File: config.mk
export PLATFORM = sky130hd
export DESIGN_NAME = rabd_pick
export DESIGN_NICKNAME = d
export VERILOG_FILES = /design/src/hdl/rgba_alpha_bleed_dilate_macros.svh /design/src/hdl/rabd_pkg.sv /design/src/hdl/rabd_pick.sv
export SDC_FILE = /design/constraint.sdc
export NUM_CORES = 1
export LEC_CHECK = 0
export ABC_AREA = 1
export BUFFER_PORTS_ARGS = -buffer_cell sky130_fd_sc_hd__buf_2
export CAP_MARGIN = 20
export CORE_MARGIN = 3
export CORE_UTILIZATION = 30
export DETAILED_ROUTE_END_ITERATION = 16
export PLACE_DENSITY = 0.6
export REMOVE_ABC_BUFFERS = 1
export SYNTH_ARGS = -nofsm -noshare
export SYNTH_HDL_FRONTEND = slang
export SYNTH_SLANG_ARGS = --single-unit
File: constraint.sdc
create_clock -name clk -period 2.25 [get_ports clk]
set_clock_uncertainty 0.1 [all_clocks]
set_input_delay 0.5625 -clock clk [delete_from_list [all_inputs] [get_ports clk]]
set_output_delay 0.5625 -clock clk [all_outputs]
set_load 0.1 [all_outputs]
File: src/hdl/rgba_alpha_bleed_dilate_macros.svh
// assertion helpers used by the block's control module
`ifndef RGBA_ALPHA_BLEED_DILATE_MACROS_SVH
`define RGBA_ALPHA_BLEED_DILATE_MACROS_SVH

// condition holds at every clock edge out of reset
`define RABD_ALWAYS(lbl, cond, msg) \
  lbl: assert property (@(posedge clk) disable iff (rst) (cond)) else $error(msg);

// consequence holds in the cycle after the trigger
`define RABD_NEXT(lbl, ante, cons, msg) \
  lbl: assert property (@(posedge clk) disable iff (rst) (ante) |=> (cons)) else $error(msg);

`endif

File: src/hdl/rabd_pkg.sv
package rabd_pkg;

  localparam int MAX_WIDTH  = 2048;
  localparam int MAX_HEIGHT = 4096;

  localparam int COL_W = $clog2(MAX_WIDTH);   // column index
  localparam int WID_W = COL_W + 1;           // width value, up to MAX_WIDTH
  localparam int ROW_W = $clog2(MAX_HEIGHT);  // row index
  localparam int HGT_W = ROW_W + 1;           // height value, up to MAX_HEIGHT

  localparam int CFG_W   = 13;  // widest register
  localparam int PIX_W   = 32;
  localparam int REGW_W  = 12;  // width register
  localparam int REGH_W  = 13;  // height register

  typedef enum logic [1:0] {
    REG_WIDTH   = 2'd0,
    REG_HEIGHT  = 2'd1,
    REG_RESTORE = 2'd2
  } reg_idx_t;

  localparam logic FUNC_PIXEL = 1'b0;
  localparam logic FUNC_DRAIN = 1'b1;

  // per-transaction control from the sequencer to the line stores and the picker
  typedef struct packed {
    logic             emit;      // one result is produced
    logic             has_down;  // incoming pixel is the down neighbor
    logic             ok_up;
    logic             ok_left;
    logic             ok_right;
    logic             last;      // last pixel of the frame
    logic             restore;   // keep original alpha on filled pixels
    logic             mid_we;    // write incoming pixel into the middle line
    logic [COL_W-1:0] wr_col;    // middle line write column
    logic [COL_W-1:0] col;       // output column (upper line write column)
    logic [COL_W-1:0] rd_col;    // output column of the next cycle
  } ctl_t;

endpackage

File: src/hdl/rabd_pick.sv
module rabd_pick (
  input  logic                         clk,
  input  rabd_pkg::ctl_t               ctl,
  input  logic [rabd_pkg::PIX_W-1:0]   pix,
  input  logic [rabd_pkg::PIX_W-1:0]   center,
  input  logic [rabd_pkg::PIX_W-1:0]   right,
  input  logic [rabd_pkg::PIX_W-1:0]   up,
  output logic [rabd_pkg::PIX_W-1:0]   result
);

  logic [rabd_pkg::PIX_W-1:0] left;
  logic [7:0]                 fill_alpha;

  // left neighbor is the center of the previous result in the row
  always_ff @(posedge clk) begin
    if (ctl.emit) left <= center;
  end

  assign fill_alpha = ctl.restore ? center[31:24] : 8'hFF;

  always_comb begin
    result = center;
    if (center[31:24] == 8'h00) begin
      priority if (ctl.ok_up && up[31:24] != 8'h00)
        result = {fill_alpha, up[23:0]};
      else if (ctl.ok_left && left[31:24] != 8'h00)
        result = {fill_alpha, left[23:0]};
      else if (ctl.ok_right && right[31:24] != 8'h00)
        result = {fill_alpha, right[23:0]};
      else if (ctl.has_down && pix[31:24] != 8'h00)
        result = {fill_alpha, pix[23:0]};
      else
        result = center;
    end
  end

endmodule

======== Word level (Yosys, flattened, before mapping) ========
Index checks and enable logic that the tools add are counted.
operators by class
  mux-type cells .......................... 6
  reduce and logical (&&, ||, !) cells .... 9
operator list
  kind                 number
  $mux W32             5
  $reduce_bool A8 Y1   4
  $logic_not A8 Y1     1
  $mux W8              1
  $logic_and A1 B1 Y1  4
storage, ports and cells
  bits in registers ....................... 32
  input bits .............................. 170
  output and inout bits ................... 32
  word-level logic and storage cells ...... 16

======== Longest topological paths before layout ========
Gate-level depths: netlist of run 1.
  depth after elaboration ................. 7
  mapped depth ............................ 11
  depth with buffers taken out ............ 10

======== Worst setup path before layout of run 1 ========
OpenSTA, ideal clock, no wires.
  kind .................................... input to output
  from .................................... input right[27] (netlist bit)
  to ...................................... output result[23] (netlist bit)
  data arrival time ....................... 2.183 ns
  path slack .............................. -0.596 ns
  stages on the path ...................... 9
  path buffers ............................ 1
  cells stage by stage .................... nor2_1 and2_1 nand2_2 nand2_4 buf_4 nor2_1 nor2_1 nand2_1 a21oi_2
between the ends
  cells in the longest elaborated chain, start to end .. 6
ends and longest elaborated chain
  element              line             source
  start, declared      rabd_pick.sv:6   input logic [rabd_pkg::PIX_W-1:0] right,
  $reduce_bool A8 Y1   rabd_pick.sv:28  else if (ctl.ok_right && right[31:24] != 8'h00)
  $logic_and A1 B1 Y1  rabd_pick.sv:28
  $mux W32             rabd_pick.sv:28
  $mux W32             rabd_pick.sv:26  else if (ctl.ok_left && left[31:24] != 8'h00)
  $mux W32             rabd_pick.sv:24  priority if (ctl.ok_up && up[31:24] != 8'h00)
  $mux W32             rabd_pick.sv:23  if (center[31:24] == 8'h00) begin
  end, declared        rabd_pick.sv:8   output logic [rabd_pkg::PIX_W-1:0] result
Every way passes these cells.

======== Final worst setup path of run 1 ========
  from .................................... input pix[24] (netlist bit)
  to ...................................... output result[8] (netlist bit)
between the ends
  cells in the longest elaborated chain, start to end .. 7
ends and longest elaborated chain
  element              line             source
  start, declared      rabd_pick.sv:4   input logic [rabd_pkg::PIX_W-1:0] pix,
  $reduce_bool A8 Y1   rabd_pick.sv:30  else if (ctl.has_down && pix[31:24] != 8'h00)
  $logic_and A1 B1 Y1  rabd_pick.sv:30
  $mux W32             rabd_pick.sv:30
  $mux W32             rabd_pick.sv:28
  $mux W32             rabd_pick.sv:26
  $mux W32             rabd_pick.sv:24
  $mux W32             rabd_pick.sv:23
Every way passes these cells.

==> results of run 1 <==
-- worst max-delay path by stage --
stage,to,slack [ps],cells after the start
detailed placement,result[28],-410,9
global route,result[8],-370,13
floorplan,result[23],-1130,7
global placement,result[26],-330,9
CTS,result[17],-250,13
finish,result[8],-290,13
-- what timing repair did --
action,in CTS,in global routing
resized for setup,77,80
buffers inserted,3,2
hold buffers,0,0
pin swaps,23,58
gates cloned,0,2
setup endpoints to repair,32,32
-- power breakdown --
part / leakage [nW] / internal [mW] / total, mW / switching, mW
sequential: 0.313 / 0.709 / 0.724 / 0.0158
clock: 0.0399 / 0.215 / 0.427 / 0.211
combinational: 2.72 / 0.389 / 0.955 / 0.566
total: 3.07 / 1.31 / 2.11 / 0.793
-- worst max-delay path: cells and delay by family --
| kind | cells | cell delay, ps |
|---|---|---|
| buf+inv | 4 | 580 |
| simple gates | 8 | 550 |
| compound gates | 1 | 170 |
-- cells in the final DEF, fill, tap and decap left out, drive strengths merged --
cell      n
a21oi     1
and2      2
buf     203
clkbuf    9
clkinv   10
edfxtp   32
inv     100
nand2   209
nand3    95
nand4     4
nor2     25
o21ai    25
-- cell families (layout without fill, tap and decap cells) --
family          after synthesis  count (layout)  share of synthesized area
buf+inv                     138             322                     0.1884
simple gates                335             335                     0.4552
flops                        32              32                     0.3086
compound gates               26              26                    0.04781
-- through the flow --
step	hold WS [ps]	TNS, ps	util	setup WS (ps)	cell area, um2
2_1_floorplan	561.4	-26120	-	-1130	2937
3_3_place_gp	657.6	-8732	0.4739	-326.5	4717
3_5_place_dp	657.6	-10280	0.4739	-408.5	4717
4_1_cts	363.2	-6573	0.5082	-253.6	5059
5_1_grt	373.4	-10650	0.5445	-371.4	5420
6_report	371.6	-7659	0.5445	-291.5	5420
-- layout make-up --
| cell class | count | area (um2) |
|---|---|---|
| tap | 133 | 166.4 |
| sequential | 32 | 960.9 |
| clock inverter | 1 | 3.754 |
| multi-input combinational | 361 | 1976 |
| clock buffer | 7 | 76.32 |
| timing repair buffer | 205 | 1828 |
| inverter | 109 | 409.1 |
| fill | 963 | 4534 |
-- per-layer routing --
metal / global-route usage / wire length (um)
met1: 0.2527 / 5025
met2: 0.3393 / 6118
met3: 0.03839 / 880
met4: 0.03427 / 72
met5: 0 / 0
==> run_results.csv, run 1 <==
group,metric,value,unit
logic_synthesis,synth-seq-area-share,0.3086,
worst_setup_path,path_cells,"buf_6 -> nor2_2 -> nand2_2 -> o21ai_4 -> buf_12 -> clkbuf_16 -> nand2_2 -> nand3_2 -> nand2_1 -> nand2_1 -> nand2_1 -> nand2_2 -> buf_12",
worst_setup_path,end_kind,"primary output",
timing,fin_ws,-291.5,ps
logic_synthesis,ys_types,23,
outcome,violations,"setup timing",
routing,drt_first_iter_violations,184,
floorplan,coreArea,9955,um2
clocking,clk_pin_slew_worst_paths,60,ps
clocking,cts_max_level,2,
routing,vias,3956,
logic_synthesis,yosys-top-cells-area,"edfxtp_1 (31%), nand2_1 (25%), nand3_1 (15%)",
pwr,power,2.106,mW
worst_setup_path,crit_type,"in -> out",
worst_setup_path,slowest_stage,"o21ai_4",
routing,wl,12.10,mm
logic_synthesis,netlist.area_leader.share,0.3086,
timing,post-route-min-period,2542,ps
timing,tightest_slew,420.6,ps
global_route,first_global_vias,3809,
place,io_buffers,166,
place,hpwl,8.812,mm
timing,relSlewSlack,0.7196,
timing,fmax,393.5,MHz
routing,firstDrtPassIters,4,
logic_synthesis,avgSynthCellArea,5.865,um2
worst_setup_path,critPathArrivalTime,1880,ps
clocking,cts.sinks,32,
clocking,cts_max_path_buffers,2,
global_route,grt_max_degree,29,
timing,grt_setup_unrepaired,"yes",
logic_synthesis,synth_edf_count,32,
cells_and_area,layout-drive-gt1-share,0.4476,
logic_synthesis,yosysWarnings,0,
logic_synthesis,ys_ff_latch,32,
routing,drc,0,
floorplan,ios,202,
routing,vias_per_cell,4.665,
worst_setup_path,crit_fanout,8,
cells_and_area,largestRegisters,"left: 32 flops",
cells_and_area,fin_cells,848,
floorplan,dieArea,11640,um2
clocking,cts_root_buf,"clkbuf_8",
min_path,hold_end,"left[28]$_DFFE_PP_",
timing,finalHoldViolCount,0,
clocking,cts_buffers,5,
logic_synthesis,yosys.area.top_type,"edfxtp_1",
routing,wl_per_cell,14.26,um
worst_setup_path,setup.worst_path.start,"pix[24]",
logic_synthesis,yosys.cell_count.top_type,"nand2_1",
timing,finalCritPeriodShare,1.130,
logic_synthesis,synth_cells,531,
global_route,grt_pass1_wl,18.19,mm
flow_run,cap_violations,0,
logic_synthesis,netlist_area,3114,um2
place,gp_congestion,0.8020,
pwr,vdd_ir_drop_max,0.0002315,V
cells_and_area,syn_to_final_growth,74.05,%
min_path,holdPathStages,1,
cells_and_area,antenna_cells,0,
cells_and_area,regMostFlops,"left",
global_route,grt.total_usage,0.1951,
global_route,grt_antenna_before_repair,0,
floorplan,initial_utilization,0.3128,
worst_setup_path,critPathMaxStageDelay,170,ps
pwr,leakage,3.073,nW
timing,finalSetupViolCount,32,
outcome,status,"complete, but fails checks",
pwr,power_density,388.6,nW/um2
cells_and_area,largest_reg_flops,32,
logic_synthesis,async_flop_share,0,
min_path,hold_start,"center[28]",
floorplan,die_h,107.9,um
logic_synthesis,synthTopCellsByCount,"nand2_1 (206), inv_1 (99), nand3_1 (95)",
floorplan,rows,36,
cells_and_area,nets,884,
worst_setup_path,critPathLaunchType,"input pin",
routing,ant_nets,0,
global_route,grt_overflow,0,
worst_setup_path,worst-endpoint-required,1590,ps
logic_synthesis,synth_flop_cell,"edfxtp_1",
floorplan,die_w,107.9,um
timing,drv_slew,0,
min_path,hp-class,"in -> reg",
place,placedCellCount,833,
clocking,cts_tree,"built",
No activity file was read; power rests on OpenSTA's default activity.
==> run 2, diff against run 1 <==
--- a/config.mk
+++ b/config.mk
@@ -9,9 +9,9 @@
 export BUFFER_PORTS_ARGS = -buffer_cell sky130_fd_sc_hd__buf_2
 export CAP_MARGIN = 20
 export CORE_MARGIN = 3
-export CORE_UTILIZATION = 30
+export CORE_UTILIZATION = 43
 export DETAILED_ROUTE_END_ITERATION = 16
-export PLACE_DENSITY = 0.6
+export PLACE_DENSITY = 0.81
 export REMOVE_ABC_BUFFERS = 1
 export SYNTH_ARGS = -nofsm -noshare
 export SYNTH_HDL_FRONTEND = slang
==> run 2 against run 1 <==
Effect of this change: the flow still finishes with violations (setup timing); first-iteration DRC count increased by 89%; cell area is 2.1% lower; via count up 6.4%; setup slack lost 68 ps; total power fell by 0.96%; flip-flop and latch count stayed put; global-route usage grew 7.5 points; final cell count shrank 4.4%; hold slack worse by 1.7 ps; critical path type unchanged; critical endpoint is now result[25]; largest cell class is now non-clock buffers.
==> run_results.csv, run 2 (synthesized netlist as in run 1, its figures left out) <==
group,metric,value,unit
routing,ant_nets,0,
clocking,cts_root_buf,"clkbuf_8",
pwr,pwr-share-seq,0.347,
min_path,hp-class,"in -> reg",
timing,relSlewSlack,0.7036,
timing,finalHoldViolCount,0,
clocking,cts_hold_buf,0,
cells_and_area,regMostFlops,"left",
place,io_buffers,166,
clocking,cts_max_level,2,
min_path,hold_start,"center[28]",
flow_run,cap_violations,0,
cells_and_area,fin_cells,811,
routing,drc,0,
timing,post-route-min-period,2609,ps
min_path,hold_end,"left[28]$_DFFE_PP_",
timing,drv_slew,0,
cells_and_area,syn_to_final_growth,70.39,%
cells_and_area,largest_reg_flops,32,
global_route,grt.total_usage,0.2704,
global_route,grt_overflow,0,
timing,grt_setup_unrepaired,"yes",
pwr,power_frac_clock,0.194,
pwr,power_density,393.1,nW/um2
global_route,first_global_vias,4006,
pwr,swShare,0.3745,
worst_setup_path,end_kind,"primary output",
clocking,clk_pin_slew_worst_paths,60,ps
global_route,grt_max_degree,30,
routing,firstDrtPassIters,5,
routing,wl,12.65,mm
clocking,cts.sinks,32,
cells_and_area,final_common_cell,"nand2_1",
clocking,cts_tree,"built",
routing,vias,4209,
routing,drt_first_iter_violations,347,
place,hpwl,8.301,mm
worst_setup_path,crit_fanout,8,
place,place_ws,-370.5,ps
floorplan,die_h,91.10,um
place,gp_congestion,0.8053,
cells_and_area,layout-drive-gt1-share,0.4154,
floorplan,dieArea,8299,um2
global_route,grt_antenna_before_repair,0,
timing,tightest_slew,444.6,ps
timing,fmax,383.2,MHz
floorplan,initial_utilization,0.4509,
global_route,grt_pass1_wl,18.27,mm
worst_setup_path,crit_type,"in -> out",
floorplan,die_w,91.10,um
cells_and_area,multi_input_area,1848,um2
timing,fin_ws,-359.4,ps
cells_and_area,most-common-layout-cells,"nand2_1 (158), buf_2 (120), nand3_1 (92)",
floorplan,coreArea,6907,um2
floorplan,ios,202,
worst_setup_path,critPathArrivalTime,1950,ps
worst_setup_path,critPathLaunchType,"input pin",
routing,wl_per_cell,15.60,um
min_path,holdPathStages,1,
place,placedCellCount,790,
cells_and_area,nets,885,
pwr,leakage,3.040,nW
pwr,intPower,1.305,mW
outcome,status,"complete, but fails checks",
cells_and_area,antenna_cells,0,
clocking,cts_buffers,5,
floorplan,rows,30,
worst_setup_path,worst-endpoint-required,1590,ps
pwr,vdd_ir_drop_max,0.0002729,V
pwr,comb_power_share,0.458,
cells_and_area,fillCellCount,512,
cells_and_area,regArea,960.9,um2
cells_and_area,largestRegisters,"left: 32 flops",
clocking,cts_max_path_buffers,2,
outcome,violations,"setup timing",
routing,vias_per_cell,5.190,
timing,finalCritPeriodShare,1.160,
pwr,p_sw,0.7813,mW
timing,finalSetupViolCount,32,
-- run 2: area by class of cell --
class / count / share of cell area
inverters: 109 / 0.07710
repair buffers: 206 / 0.3565
clock inverters: 2 / 0.001415
well taps: 96 / 0.02264
multi-input cells: 361 / 0.3483
clock buffers: 5 / 0.01297
flip-flops and latches: 32 / 0.1811
-- run 2: routing by layer --
| metal | routed length, um | track usage |
|---|---|---|
| met1 | 4501 | 0.2911 |
| met2 | 6614 | 0.5101 |
| met3 | 1126 | 0.05054 |
| met4 | 409 | 0.1156 |
| met5 | 0 | 0 |
-- run 2: how the worst max path moves through the flow --
stage,slack (ps),start,depth (start not counted),endpoint
4_1_cts,-310,pix[29],13,result[10]
2_1_floorplan,-1130,up[27],7,result[23]
3_5_place_dp,-370,pix[29],9,result[29]
6_report,-360,pix[26],11,result[25]
3_3_place_gp,-310,pix[29],9,result[31]
5_1_grt,-420,pix[26],11,result[26]
-- run 2: power groups by stage --
stage / logic [mW] / registers (mW) / clock network [mW]
6_report: 0.956 / 0.725 / 0.405
5_1_grt: 1.02 / 0.729 / 0.440
4_1_cts: 0.880 / 0.723 / 0.414
3_5_place_dp: 0.845 / 0.734 / 0
3_3_place_gp: 0.826 / 0.731 / 0
2_1_floorplan: 0.440 / 0.730 / 0
-- run 2: repair_timing --
item | CTS | global route
resized for setup | 62 | 67
pin swaps | 10 | 40
cloned | 0 | 3
setup endpoints to repair | 32 | 32
setup buffers | 6 | 5
-- run 2: worst max-delay path, cell delays in order --
cell	delay, ps
buf_6	100
nor2_4	100
nand2_2	60
o21ai_4	160
buf_12	160
buf_12	110
nand2_4	40
o21ai_4	230
buf_6	180
nand2_4	60
buf_12	160
-- run 2: through the flow --
| stage | cell area (um2) | TNS, ps | power (mW) | hold WS (ps) | util |
|---|---|---|---|---|---|
| 2_1_floorplan | 2937 | -26120 | 1.170 | 561.4 | - |
| 3_3_place_gp | 4663 | -8649 | 1.557 | 661.6 | 0.6752 |
| 3_5_place_dp | 4663 | -9682 | 1.579 | 667.2 | 0.6752 |
| 4_1_cts | 4969 | -7893 | 2.017 | 374.4 | 0.7194 |
| 5_1_grt | 5306 | -11570 | 2.184 | 351.0 | 0.7683 |
| 6_report | 5306 | -8832 | 2.086 | 369.8 | 0.7683 |
