==> src/hdl/rgba_alpha_bleed_dilate_macros.svh <==
// assertion helpers used by the block's control module
`ifndef RGBA_ALPHA_BLEED_DILATE_MACROS_SVH
`define RGBA_ALPHA_BLEED_DILATE_MACROS_SVH

// condition holds at every clock edge out of reset
`define RABD_ALWAYS(lbl, cond, msg) \
  lbl: assert property (@(posedge clk) disable iff (rst) (cond)) else $error(msg);

// consequence holds in the cycle after the trigger
`define RABD_NEXT(lbl, ante, cons, msg) \
  lbl: assert property (@(posedge clk) disable iff (rst) (ante) |=> (cons)) else $error(msg);

`endif

==> src/hdl/rabd_pkg.sv <==
package rabd_pkg;

  localparam int MAX_WIDTH  = 2048;
  localparam int MAX_HEIGHT = 4096;

  localparam int COL_W = $clog2(MAX_WIDTH);   // column index
  localparam int WID_W = COL_W + 1;           // width value, up to MAX_WIDTH
  localparam int ROW_W = $clog2(MAX_HEIGHT);  // row index
  localparam int HGT_W = ROW_W + 1;           // height value, up to MAX_HEIGHT

  localparam int CFG_W   = 13;  // widest register
  localparam int PIX_W   = 32;
  localparam int REGW_W  = 12;  // width register
  localparam int REGH_W  = 13;  // height register

  typedef enum logic [1:0] {
    REG_WIDTH   = 2'd0,
    REG_HEIGHT  = 2'd1,
    REG_RESTORE = 2'd2
  } reg_idx_t;

  localparam logic FUNC_PIXEL = 1'b0;
  localparam logic FUNC_DRAIN = 1'b1;

  // per-transaction control from the sequencer to the line stores and the picker
  typedef struct packed {
    logic             emit;      // one result is produced
    logic             has_down;  // incoming pixel is the down neighbor
    logic             ok_up;
    logic             ok_left;
    logic             ok_right;
    logic             last;      // last pixel of the frame
    logic             restore;   // keep original alpha on filled pixels
    logic             mid_we;    // write incoming pixel into the middle line
    logic [COL_W-1:0] wr_col;    // middle line write column
    logic [COL_W-1:0] col;       // output column (upper line write column)
    logic [COL_W-1:0] rd_col;    // output column of the next cycle
  } ctl_t;

endpackage

==> src/hdl/rabd_ctrl.sv <==
`include "rgba_alpha_bleed_dilate_macros.svh"

module rabd_ctrl (
  input  logic                           clk,
  input  logic                           rst,
  input  logic                           accept,
  input  logic                           func,
  input  logic                           cfg_we,
  input  logic [1:0]                     cfg_index,
  input  logic [rabd_pkg::CFG_W-1:0]     cfg_data,
  output rabd_pkg::ctl_t                 ctl
);

  logic [rabd_pkg::REGW_W-1:0] width;
  logic [rabd_pkg::REGH_W-1:0] height;
  logic                        restore_alpha;
  logic [rabd_pkg::REGW_W-1:0] width_next;
  logic [rabd_pkg::REGH_W-1:0] height_next;
  logic                        restore_alpha_next;

  logic [rabd_pkg::COL_W-1:0] in_column, in_column_next;
  logic [rabd_pkg::ROW_W-1:0] in_row, in_row_next;
  logic [rabd_pkg::COL_W-1:0] out_column, out_column_next;
  logic [rabd_pkg::ROW_W-1:0] out_row, out_row_next;
  logic [rabd_pkg::WID_W-1:0] drain_due, drain_due_next;

  logic [rabd_pkg::WID_W-1:0] w_eff;
  logic [rabd_pkg::HGT_W-1:0] h_eff;
  logic                       out_col_wrap;
  logic                       emit, has_down, mid_we;

  // clamp the registers into the supported range
  always_comb begin
    if (width == '0) w_eff = rabd_pkg::WID_W'(1);
    else if (rabd_pkg::WID_W'(width) > rabd_pkg::WID_W'(rabd_pkg::MAX_WIDTH))
      w_eff = rabd_pkg::WID_W'(rabd_pkg::MAX_WIDTH);
    else w_eff = rabd_pkg::WID_W'(width);
    if (height == '0) h_eff = rabd_pkg::HGT_W'(1);
    else if (rabd_pkg::HGT_W'(height) > rabd_pkg::HGT_W'(rabd_pkg::MAX_HEIGHT))
      h_eff = rabd_pkg::HGT_W'(rabd_pkg::MAX_HEIGHT);
    else h_eff = rabd_pkg::HGT_W'(height);
  end

  assign out_col_wrap = (rabd_pkg::WID_W'(out_column) + rabd_pkg::WID_W'(1)) >= w_eff;

  always_comb begin
    width_next         = width;
    height_next        = height;
    restore_alpha_next = restore_alpha;
    in_column_next     = in_column;
    in_row_next        = in_row;
    out_column_next    = out_column;
    out_row_next       = out_row;
    drain_due_next     = drain_due;
    emit               = 1'b0;
    has_down           = 1'b0;
    mid_we             = 1'b0;
    if (cfg_we) begin
      unique case (cfg_index)
        rabd_pkg::REG_WIDTH, rabd_pkg::REG_HEIGHT: begin
          if (cfg_index == rabd_pkg::REG_WIDTH)
            width_next = cfg_data[rabd_pkg::REGW_W-1:0];
          else
            height_next = cfg_data[rabd_pkg::REGH_W-1:0];
          in_column_next  = '0;
          in_row_next     = '0;
          out_column_next = '0;
          out_row_next    = '0;
          drain_due_next  = '0;
        end
        rabd_pkg::REG_RESTORE: restore_alpha_next = cfg_data[0];
        default: ;
      endcase
    end else if (accept) begin
      if (func == rabd_pkg::FUNC_DRAIN) begin
        if (drain_due != '0) begin
          emit           = 1'b1;
          drain_due_next = drain_due - rabd_pkg::WID_W'(1);
          if (drain_due == rabd_pkg::WID_W'(1)) begin
            out_column_next = '0;
            out_row_next    = '0;
          end else if (out_col_wrap) begin
            out_column_next = '0;
            out_row_next    = out_row + rabd_pkg::ROW_W'(1);
          end else begin
            out_column_next = out_column + rabd_pkg::COL_W'(1);
          end
        end
      end else if (drain_due == '0) begin
        mid_we = 1'b1;
        if (in_row != '0) begin
          emit     = 1'b1;
          has_down = 1'b1;
          if (out_col_wrap) begin
            out_column_next = '0;
            out_row_next    = out_row + rabd_pkg::ROW_W'(1);
          end else begin
            out_column_next = out_column + rabd_pkg::COL_W'(1);
          end
        end
        if ((rabd_pkg::WID_W'(in_column) + rabd_pkg::WID_W'(1)) >= w_eff) begin
          in_column_next = '0;
          if ((rabd_pkg::HGT_W'(in_row) + rabd_pkg::HGT_W'(1)) >= h_eff) begin
            // frame complete: last row is flushed by drain transactions
            in_row_next     = '0;
            drain_due_next  = w_eff;
            out_column_next = '0;
            out_row_next    = rabd_pkg::ROW_W'(h_eff - rabd_pkg::HGT_W'(1));
          end else begin
            in_row_next = in_row + rabd_pkg::ROW_W'(1);
          end
        end else begin
          in_column_next = in_column + rabd_pkg::COL_W'(1);
        end
      end
    end
  end

  always_ff @(posedge clk) begin
    if (rst) begin
      width         <= rabd_pkg::REGW_W'(1);
      height        <= rabd_pkg::REGH_W'(1);
      restore_alpha <= 1'b0;
      in_column     <= '0;
      in_row        <= '0;
      out_column    <= '0;
      out_row       <= '0;
      drain_due     <= '0;
    end else begin
      width         <= width_next;
      height        <= height_next;
      restore_alpha <= restore_alpha_next;
      in_column     <= in_column_next;
      in_row        <= in_row_next;
      out_column    <= out_column_next;
      out_row       <= out_row_next;
      drain_due     <= drain_due_next;
    end
  end

  always_comb begin
    ctl.emit     = emit;
    ctl.has_down = has_down;
    ctl.ok_up    = out_row != '0;
    ctl.ok_left  = out_column != '0;
    ctl.ok_right = !out_col_wrap;
    ctl.last     = out_col_wrap &&
                   ((rabd_pkg::HGT_W'(out_row) + rabd_pkg::HGT_W'(1)) >= h_eff);
    ctl.restore  = restore_alpha;
    ctl.mid_we   = mid_we;
    ctl.wr_col   = emit ? out_column : in_column;
    ctl.col      = out_column;
    ctl.rd_col   = out_column_next;
  end

  `RABD_ALWAYS(a_out_col_range, rabd_pkg::WID_W'(out_column) < w_eff, "output column past width")
  `RABD_ALWAYS(a_in_col_range, rabd_pkg::WID_W'(in_column) < w_eff, "input column past width")
  `RABD_ALWAYS(a_drain_at_origin, (drain_due == '0) || (in_column == '0 && in_row == '0),
               "input counters moved during drain")
  `RABD_NEXT(a_width_restart, cfg_we && cfg_index == rabd_pkg::REG_WIDTH,
             drain_due == '0 && out_column == '0 && in_row == '0, "width write did not restart")

endmodule

==> config.mk <==
export PLATFORM = sky130hd
export DESIGN_NAME = rabd_ctrl
export DESIGN_NICKNAME = d
export VERILOG_FILES = /design/src/hdl/rabd_pkg.sv /design/src/hdl/rabd_ctrl.sv
export VERILOG_INCLUDE_DIRS = /design/src /design/src/hdl
export SDC_FILE = /design/constraint.sdc
export NUM_CORES = 1
export LEC_CHECK = 0
export BUFFER_PORTS_ARGS = -buffer_cell sky130_fd_sc_hd__buf_2
export CAP_MARGIN = 25
export CORE_UTILIZATION = 40
export CTS_BUF_LIST = sky130_fd_sc_hd__clkbuf_8 sky130_fd_sc_hd__clkbuf_16
export DETAILED_ROUTE_END_ITERATION = 8
export PLACE_DENSITY_LB_ADDON = 0.05
export SLEW_MARGIN = 25
export SYNTH_ARGS = -nofsm -noshare
export SYNTH_HDL_FRONTEND = slang
export SYNTH_SLANG_ARGS = --single-unit
export TNS_END_PERCENT = 20
==> constraint.sdc <==
create_clock -name clk -period 6.1 [get_ports clk]
set_input_delay 0.305 -clock clk [delete_from_list [all_inputs] [get_ports clk]]
set_output_delay 0.305 -clock clk [all_outputs]
set_load 0.01 [all_outputs]
== Word level (Yosys, flattened, before mapping) ==
Cells that the tools add are included.
Cells by class
  add/subtract/negate cells: 10
  magnitude comparators: 6
  eq/ne operators: 6
  mux-type cells: 59
  bitwise logic cells: 1
  reductions and logical operators: 24
Operator list (count)
  2-to-1 mux 12 bit: 26
  2-to-1 mux 11 bit: 18
  nonzero test 12 bit: 3
  adder 12 x 1 -> 13 bit, second input constant: 2
  greater-or-equal comparator 13 bit: 2
  2-to-1 mux 13 bit: 2
  adder 11 x 1 -> 12 bit, second input constant: 2
  adder 12 x 1 -> 12 bit, second input constant: 2
  greater-or-equal comparator 12 bit: 2
  zero test 12 bit: 2
  subtractor 12 x 1 -> 12 bit, second input constant: 2
  adder 11 x 1 -> 11 bit, second input constant: 2
  > comparator 13 bit, second input constant: 1
  zero test 13 bit: 1
  2-to-1 mux 1 bit: 13
  equality test 12 x 1 -> 1 bit, second input constant: 1
  > comparator 12 bit, second input constant: 1
  nonzero test 11 bit: 1
  nonzero test 3 bit: 3
  AND reduction 4 bit: 2
  AND reduction 3 bit: 2
  AND reduction 6 bit: 1
  nonzero test 2 bit: 3
  AND reduction 5 bit: 1
  10 further kinds: 11
Storage, ports and cells
  register bits after elaboration: 84
  bits of input ports: 20
  output and inout port bits: 41
  logic and storage cells: 114

== Depth between registers and ports, before layout ==
Gate-level depths: netlist of the first run.
  depth after elaboration: 12
  depth in mapped cells: 15
  mapped depth without buffers: 13

== Worst setup path before layout of the first run ==
No wires, ideal clock.
  kind: reg2out
  start: reg in_column[2] in the netlist's numbering
  end: out ctl[7] in the netlist's numbering
  data arrival time: 3.318 ns
  data required time: 5.795 ns
  slack: 2.477 ns
  cell stages (with the launch flop): 14
  path buffers: 1
  cell sequence: dfxtp_1 > and3_1 > and3_1 > and3_1 > and3_1 > xor2_1 > ha_1 > a21o_1 > a21o_1 > a221oi_1 > a21oi_2 > buf_6 > a211o_1 > a21oi_1
RTL lines
  from (decl): RTL line rabd_ctrl.sv:21  | logic [rabd_pkg::COL_W-1:0] in_column, in_column_next;
  from (signal assigned): RTL line rabd_ctrl.sv:133  | in_column <= in_column_next;
  to (decl): RTL line rabd_ctrl.sv:11  | output rabd_pkg::ctl_t ctl

==> results.cfg, run 1 <==
[outcome]
status = finished, violations left
violations = DRC

[cts]
cts_setup_buffers = 0
clk_path_buf_depth = 2
cts_resized = 0
hold_buffers = 0
cts.htree.levels = 3
clk_pin_slew_worst_paths_ns = 0.07
numCtsBuffers = 9
root_buffer = clkbuf_16
cts_tree = yes
clk_latency_ns = 0.36
clock_sinks = 84

[sta]
tns_ns = 0
finalHoldViolCount = 0
rsz0062_at_grt = no
drv_slew = 0
fmax_mhz = 203
tightestPinTransition_ns = 1.07
finalSetupViolCount = 0
max_slew_margin_pct = 28.6
fin_crit_sh_pct = 80.6
hold_ws_ns = 0.185
skew_ns = 0.0136
min_period_ns = 4.92

[placed_design]
place_congestion = 0.887
port_buffers = 60
dp_hpwl_um = 19500
postPlaceCellArea_um2 = 7750

[worst_setup_path]
slowest_delay_ns = 0.82
rr_endpoint = in_row[4]
critPathArrivalTime_ns = 4.61
critPathKind = flip-flop to output port
crit_required_ns = 5.79
rrSetupSlack_ns = 1.84
cp_slowest_cell = a221oi_1
critical_path.cell_chain = and3_1 -> and3_1 -> and3_1 -> and3_1 -> xor2_1 -> ha_1 -> a21o_1 -> a21o_1 -> a221oi_1 -> a21oi_2 -> a221o_1 -> a21oi_1 -> buf_2
path_buf_inv = 1
rr_worst_depth = 13
crit_path_start_kind = flip-flop
worstReg2RegStart = height[5]
worstPathMaxFanout = 14
cpMostUsedCell = and3_1
crit_family = compound AO/OA/AOI/OAI gates
critPathCaptureType = output port

[drt]
final_antenna_net_count = 0
via_per_inst = 6.28
drc = 6
drt_iter0_markers = 780
routed_wl_um = 26300
wl_per_cell_um = 21.2
vias = 7817
firstDrtPassIters = 9

[floorplan]
rows = 49
die_y_um = 139
die_area_um2 = 19200
initial_core_util_pct = 41.1
io_pins = 61
coreArea_um2 = 18100
die_w_um = 139

[hold_path]
hold_depth = 3
min_to = height[12]
min_path_type = input port to flip-flop
min_from = cfg_data[12]

[pwr]
p_sw_uw = 722
swShare_pct = 39.2
p_leak_uw = 0.00315
pwr-share-clk_pct = 34.8
power_density_nw_per_um2 = 228
irDropWorstVdd_mv = 0.150
internal_power_uw = 1120
seq_power_share_pct = 32.7
p_comb_share_pct = 32.5

[logic_synthesis]
synth_area_leader_cell = dfxtp_1
synthDistinctLibCells = 79
avgSynthCellArea_um2 = 7.41
ys_warn_count = 0
synth_nets = 1085
synthFlopType = dfxtp_1
syn_inst = 1007
async_reset_ff_share_pct = 0
synth-seq-area-share_pct = 22.5
ys_top_cells_by_area = dfxtp_1 (23%), ha_1 (9.7%), nand2_1 (7.3%)
synth_top_area_share_pct = 22.5
synth_edf_count = 0
synth-seq-cells = 84
synth_area_um2 = 7470

[finish]
seqCellArea_um2 = 1680
multi_input_area_um2 = 5340
num_antenna_cells = 0
final_common_cell = nand2_1
area_growth_syn_to_layout_pct = 8.11
nNetsFinal = 1089
drive_gt1_share_pct = 11.6
layout_common_cells = nand2_1 (146), a21oi_1 (93), dfxtp_1 (84), nor2_1 (64), buf_2 (60)
filler_cell_count = 1910
fin_area_um2 = 8070
post-route-util_pct = 44.5

[global_routing]
grt_use_total_pct = 27.4
grt_pass1_vias = 7102
antenna_found_initial = 0
grt_first_pass_wirelength_um = 41300
grt-ovfl-total = 0
grt_start_max_net_pins = 74

[flow_run]
max-cap-violations = 0
cell usage after synthesis, types with 9 or more instances:
library cell / instances
and3_1: 19
buf_2: 19
o21ai_0: 28
a31oi_1: 10
nor2_1: 64
a21oi_1: 93
o31ai_1: 15
nor4_1: 18
xnor2_1: 25
nand3_1: 55
o211ai_1: 15
ha_1: 58
a211oi_1: 18
nor2b_1: 10
xor2_1: 33
clkbuf_1: 41
o21ai_1: 10
nand2_1: 146
nor3_1: 28
buf_4: 9
nand2b_1: 12
nand4_1: 17
inv_1: 20
dfxtp_1: 84
worst max-delay path by stage:
stage | startpoint | endpoint | slack [ns] | depth (start not counted)
floorplan | in_column[2] | ctl[7] | 2.48 | 13
global placement | in_column[2] | ctl[10] | 1.61 | 13
detailed placement | in_column[2] | ctl[10] | 1.64 | 13
CTS | in_column[2] | ctl[10] | 1.24 | 13
global route | out_column[0] | ctl[9] | 0.96 | 14
finish | in_column[2] | ctl[10] | 1.18 | 13
power by group through the flow:
stage / Combinational [uW] / Sequential, uW / Clock, uW
floorplan: 438 / 600 / 0
global placement: 588 / 614 / 0
detailed placement: 583 / 614 / 0
CTS: 587 / 601 / 646
global route: 647 / 605 / 667
finish: 599 / 602 / 642
cell families after synthesis:
family / count (synthesis) / share of synthesized area (%)
simple gates: 411 / 27.1
compound gates: 289 / 26.2
buf+inv: 96 / 5.90
flops: 84 / 22.5
xor+xnor: 58 / 6.80
fa+ha+maj: 58 / 9.72
mux: 11 / 1.66
metrics by stage:
step,power (uW),worst slack (ns),std cells
floorplan,1040,2.48,1007
global placement,1200,1.61,1229
detailed placement,1200,1.64,1229
CTS,1830,1.24,1244
global route,1920,0.959,1244
finish,1840,1.18,1244
registers in the layout, indices dropped and copies added (netlist names):
| register | count |
|---|---|
| in_column | 11 |
| restore_alpha | 1 |
| height | 13 |
| drain_due | 12 |
| out_row | 12 |
| width | 12 |
| in_row | 12 |
| out_column | 11 |
worst register-to-register path, cell delays in order, from the launching register on:
cell and delay (ns):
dfxtp_1 0.36, nor4_1 0.67, nand2_1 0.15, nor2_1 0.12, a21oi_1 0.07, nor2_1 0.35
ha_1 0.32, nand4_1 0.08, nor4_1 0.06, a211oi_1 0.54, nand2_1 0.22, nor2_1 0.85
nand3_1 0.19, a21oi_1 0.18
routing by layer:
metal,GRT usage (%),up-vias,routed length (um)
met3,2.73,32,1610
met2,40.9,270,11200
met5,0,-,0
li1,-,3758,-
met4,8.01,0,468
met1,41.1,3757,13000
final cells by class:
cell class                 instances  area share [%]
sequential                        84            20.8
multi-input combinational        827            66.2
clock buffer                      10            2.96
timing repair buffer              67            4.37
inverter                          22            1.02
clock inverter                     5            1.05
tap                              229            3.55
No activity file was read; power rests on OpenSTA's default activity.
==> run 2, diff against run 1 <==
- clock period: 6.1 -> 4.3 ns (I/O delays scaled with it)
==> run 2 against run 1 <==
The run still ends with DRC left. Utilization rose by 1.9 points. Die area did not move. Critical path depth grew 1. Combinational power grew 53%. Sequential cell count unchanged. Worst hold slack lost 0.085 ns. Count of clock-buffer cells in the layout down 1. Clock power up 33%. First-iteration DRC count shrank 14%.
==> results.cfg, run 2 (synthesis results as in run 1) <==
[sta]
skew_ns = 0.0152
finalSetupViolCount = 0
setup_ws_ns = 0.201
rsz0062_at_grt = no
drv_slew = 0
finalHoldViolCount = 0
tightestPinTransition_ns = 0.941
fin_crit_sh_pct = 95.3
tns_ns = 0
fmax_mhz = 244
min_period_ns = 4.10
max_slew_margin_pct = 37.3

[hold_path]
hold_depth = 3
min_to = height[12]
min_path_type = input port to flip-flop
min_from = cfg_data[12]

[finish]
regMostFlops = height
layout_common_cells = nand2_1 (146), a21oi_1 (92), dfxtp_1 (80), nor2_1 (62), buf_2 (60)
filler_cell_count = 1938
final_common_cell = nand2_1
multi_input_area_um2 = 5470
fin_area_um2 = 8420
area_growth_syn_to_layout_pct = 12.8
largest_register_ffs = 13
nNetsFinal = 1121
num_antenna_cells = 0
drive_gt1_share_pct = 16.4
seqCellArea_um2 = 1690
finalNonFillerCells = 1277

[pwr]
pwr-share-clk_pct = 32.7
power_density_nw_per_um2 = 312
p_sw_uw = 1050
p_leak_uw = 0.00336
seq_power_share_pct = 32.3
irDropWorstVdd_mv = 0.217
p_comb_share_pct = 35.0
internal_power_uw = 1570
swShare_pct = 40.1

[cts]
clk_pin_slew_worst_paths_ns = 0.08
clk_path_buf_depth = 2
clock_sinks = 84
cts_tree = yes
hold_buffers = 0
numCtsBuffers = 9
root_buffer = clkbuf_16
cts.htree.levels = 3
clk_latency_ns = 0.36

[global_routing]
grt_pass1_vias = 7392
grt_use_total_pct = 27.5
grt_first_pass_wirelength_um = 41600
grt_start_max_net_pins = 46
antenna_found_initial = 0
grt-ovfl-total = 0

[flow_run]
max-cap-violations = 0

[drt]
drt_iter0_markers = 674
routed_wl_um = 26300
final_antenna_net_count = 0
firstDrtPassIters = 7
via_per_inst = 6.13
vias = 7824
wl_per_cell_um = 20.6
drc = 6

[placed_design]
dp.cells = 1259
place_congestion = 0.961
postPlaceCellArea_um2 = 7970
dp_hpwl_um = 19800
place_ws_ns = 0.293
port_buffers = 60

[outcome]
violations = DRC
status = finished, violations left

[worst_setup_path]
critPathArrivalTime_ns = 3.88
rrSetupSlack_ns = 0.41
critical_path.cell_chain = buf_4 -> and3_1 -> nand3_1 -> xnor2_1 -> ha_1 -> a21oi_1 -> nand3_1 -> a21oi_2 -> o211ai_1 -> buf_4 -> a21o_1 -> or4_1 -> nand4_1 -> buf_2
rr_worst_depth = 12
critPathKind = flip-flop to output port
worstReg2RegStart = in_column[0]
critPathCaptureType = output port
slowest_delay_ns = 0.51
crit_path_start_kind = flip-flop
worstPathMaxFanout = 8
crit_required_ns = 4.09
cp_slowest_cell = or4_1
rr_endpoint = out_row[5]

[floorplan]
die_w_um = 139
coreArea_um2 = 18100
io_pins = 61
die_area_um2 = 19200
initial_core_util_pct = 41.1
die_y_um = 139
rows = 49
run 2: per-stage QoR:
step | hold WS (ns) | util, % | power, uW
2_1_floorplan | 0.339 | - | 1470
3_3_place_gp | 0.464 | 43.9 | 1740
3_5_place_dp | 0.469 | 43.9 | 1740
4_1_cts | 0.0957 | 45.8 | 2600
5_1_grt | 0.104 | 46.4 | 2740
6_report | 0.100 | 46.4 | 2620
run 2: how the worst max path moves through the flow:
stage             startpoint      to  slack [ns]  depth (start not counted)
2_1_floorplan   in_column[2]  ctl[7]        0.77                         13
3_3_place_gp       in_row[2]  ctl[8]        0.36                         15
3_5_place_dp   out_column[0]  ctl[8]        0.29                         13
4_1_cts            in_row[2]  ctl[6]      -0.008                         15
5_1_grt        out_column[2]  ctl[9]       0.009                         14
6_report       out_column[2]  ctl[9]        0.20                         14
run 2: cell type report:
type / count / share of cell area (%)
tap: 229 / 3.40
clock buffer: 9 / 2.67
timing repair buffer: 99 / 7.04
inverter: 22 / 0.981
multi-input combinational: 827 / 64.9
sequential: 84 / 20.0
clock inverter: 7 / 0.966
run 2: power by group through the flow:
stage          logic, uW  clock network [uW]  registers (uW)
2_1_floorplan        621                   0             851
3_3_place_gp         875                   0             865
3_5_place_dp         871                   0             865
4_1_cts              886                 872             846
5_1_grt              990                 897             852
6_report             918                 857             848
run 2: per-layer routing:
layer	share of wire [%]	GRT usage, %
met3	6.5	4.32
met5	0	0
met4	2.0	9.12
met1	49	39.3
met2	43	42.0
run 2: critical path: cells and delay by family, from the launching register on:
kind	cells	cell delay (ns)
xor+xnor	1	0.32
fa+ha+maj	1	0.33
compound gates	4	0.82
flops	1	0.36
simple gates	5	1.15
buf+inv	3	0.54
run 2: timing repair:
| item | 4_1_cts | 5_1_grt |
|---|---|---|
| gates resized for setup | 5 | 22 |
| endpoints found under the setup margin | 4 | 11 |
| pin swaps | 0 | 2 |
| setup buffers | 0 | 2 |
| gates cloned | 0 | 0 |
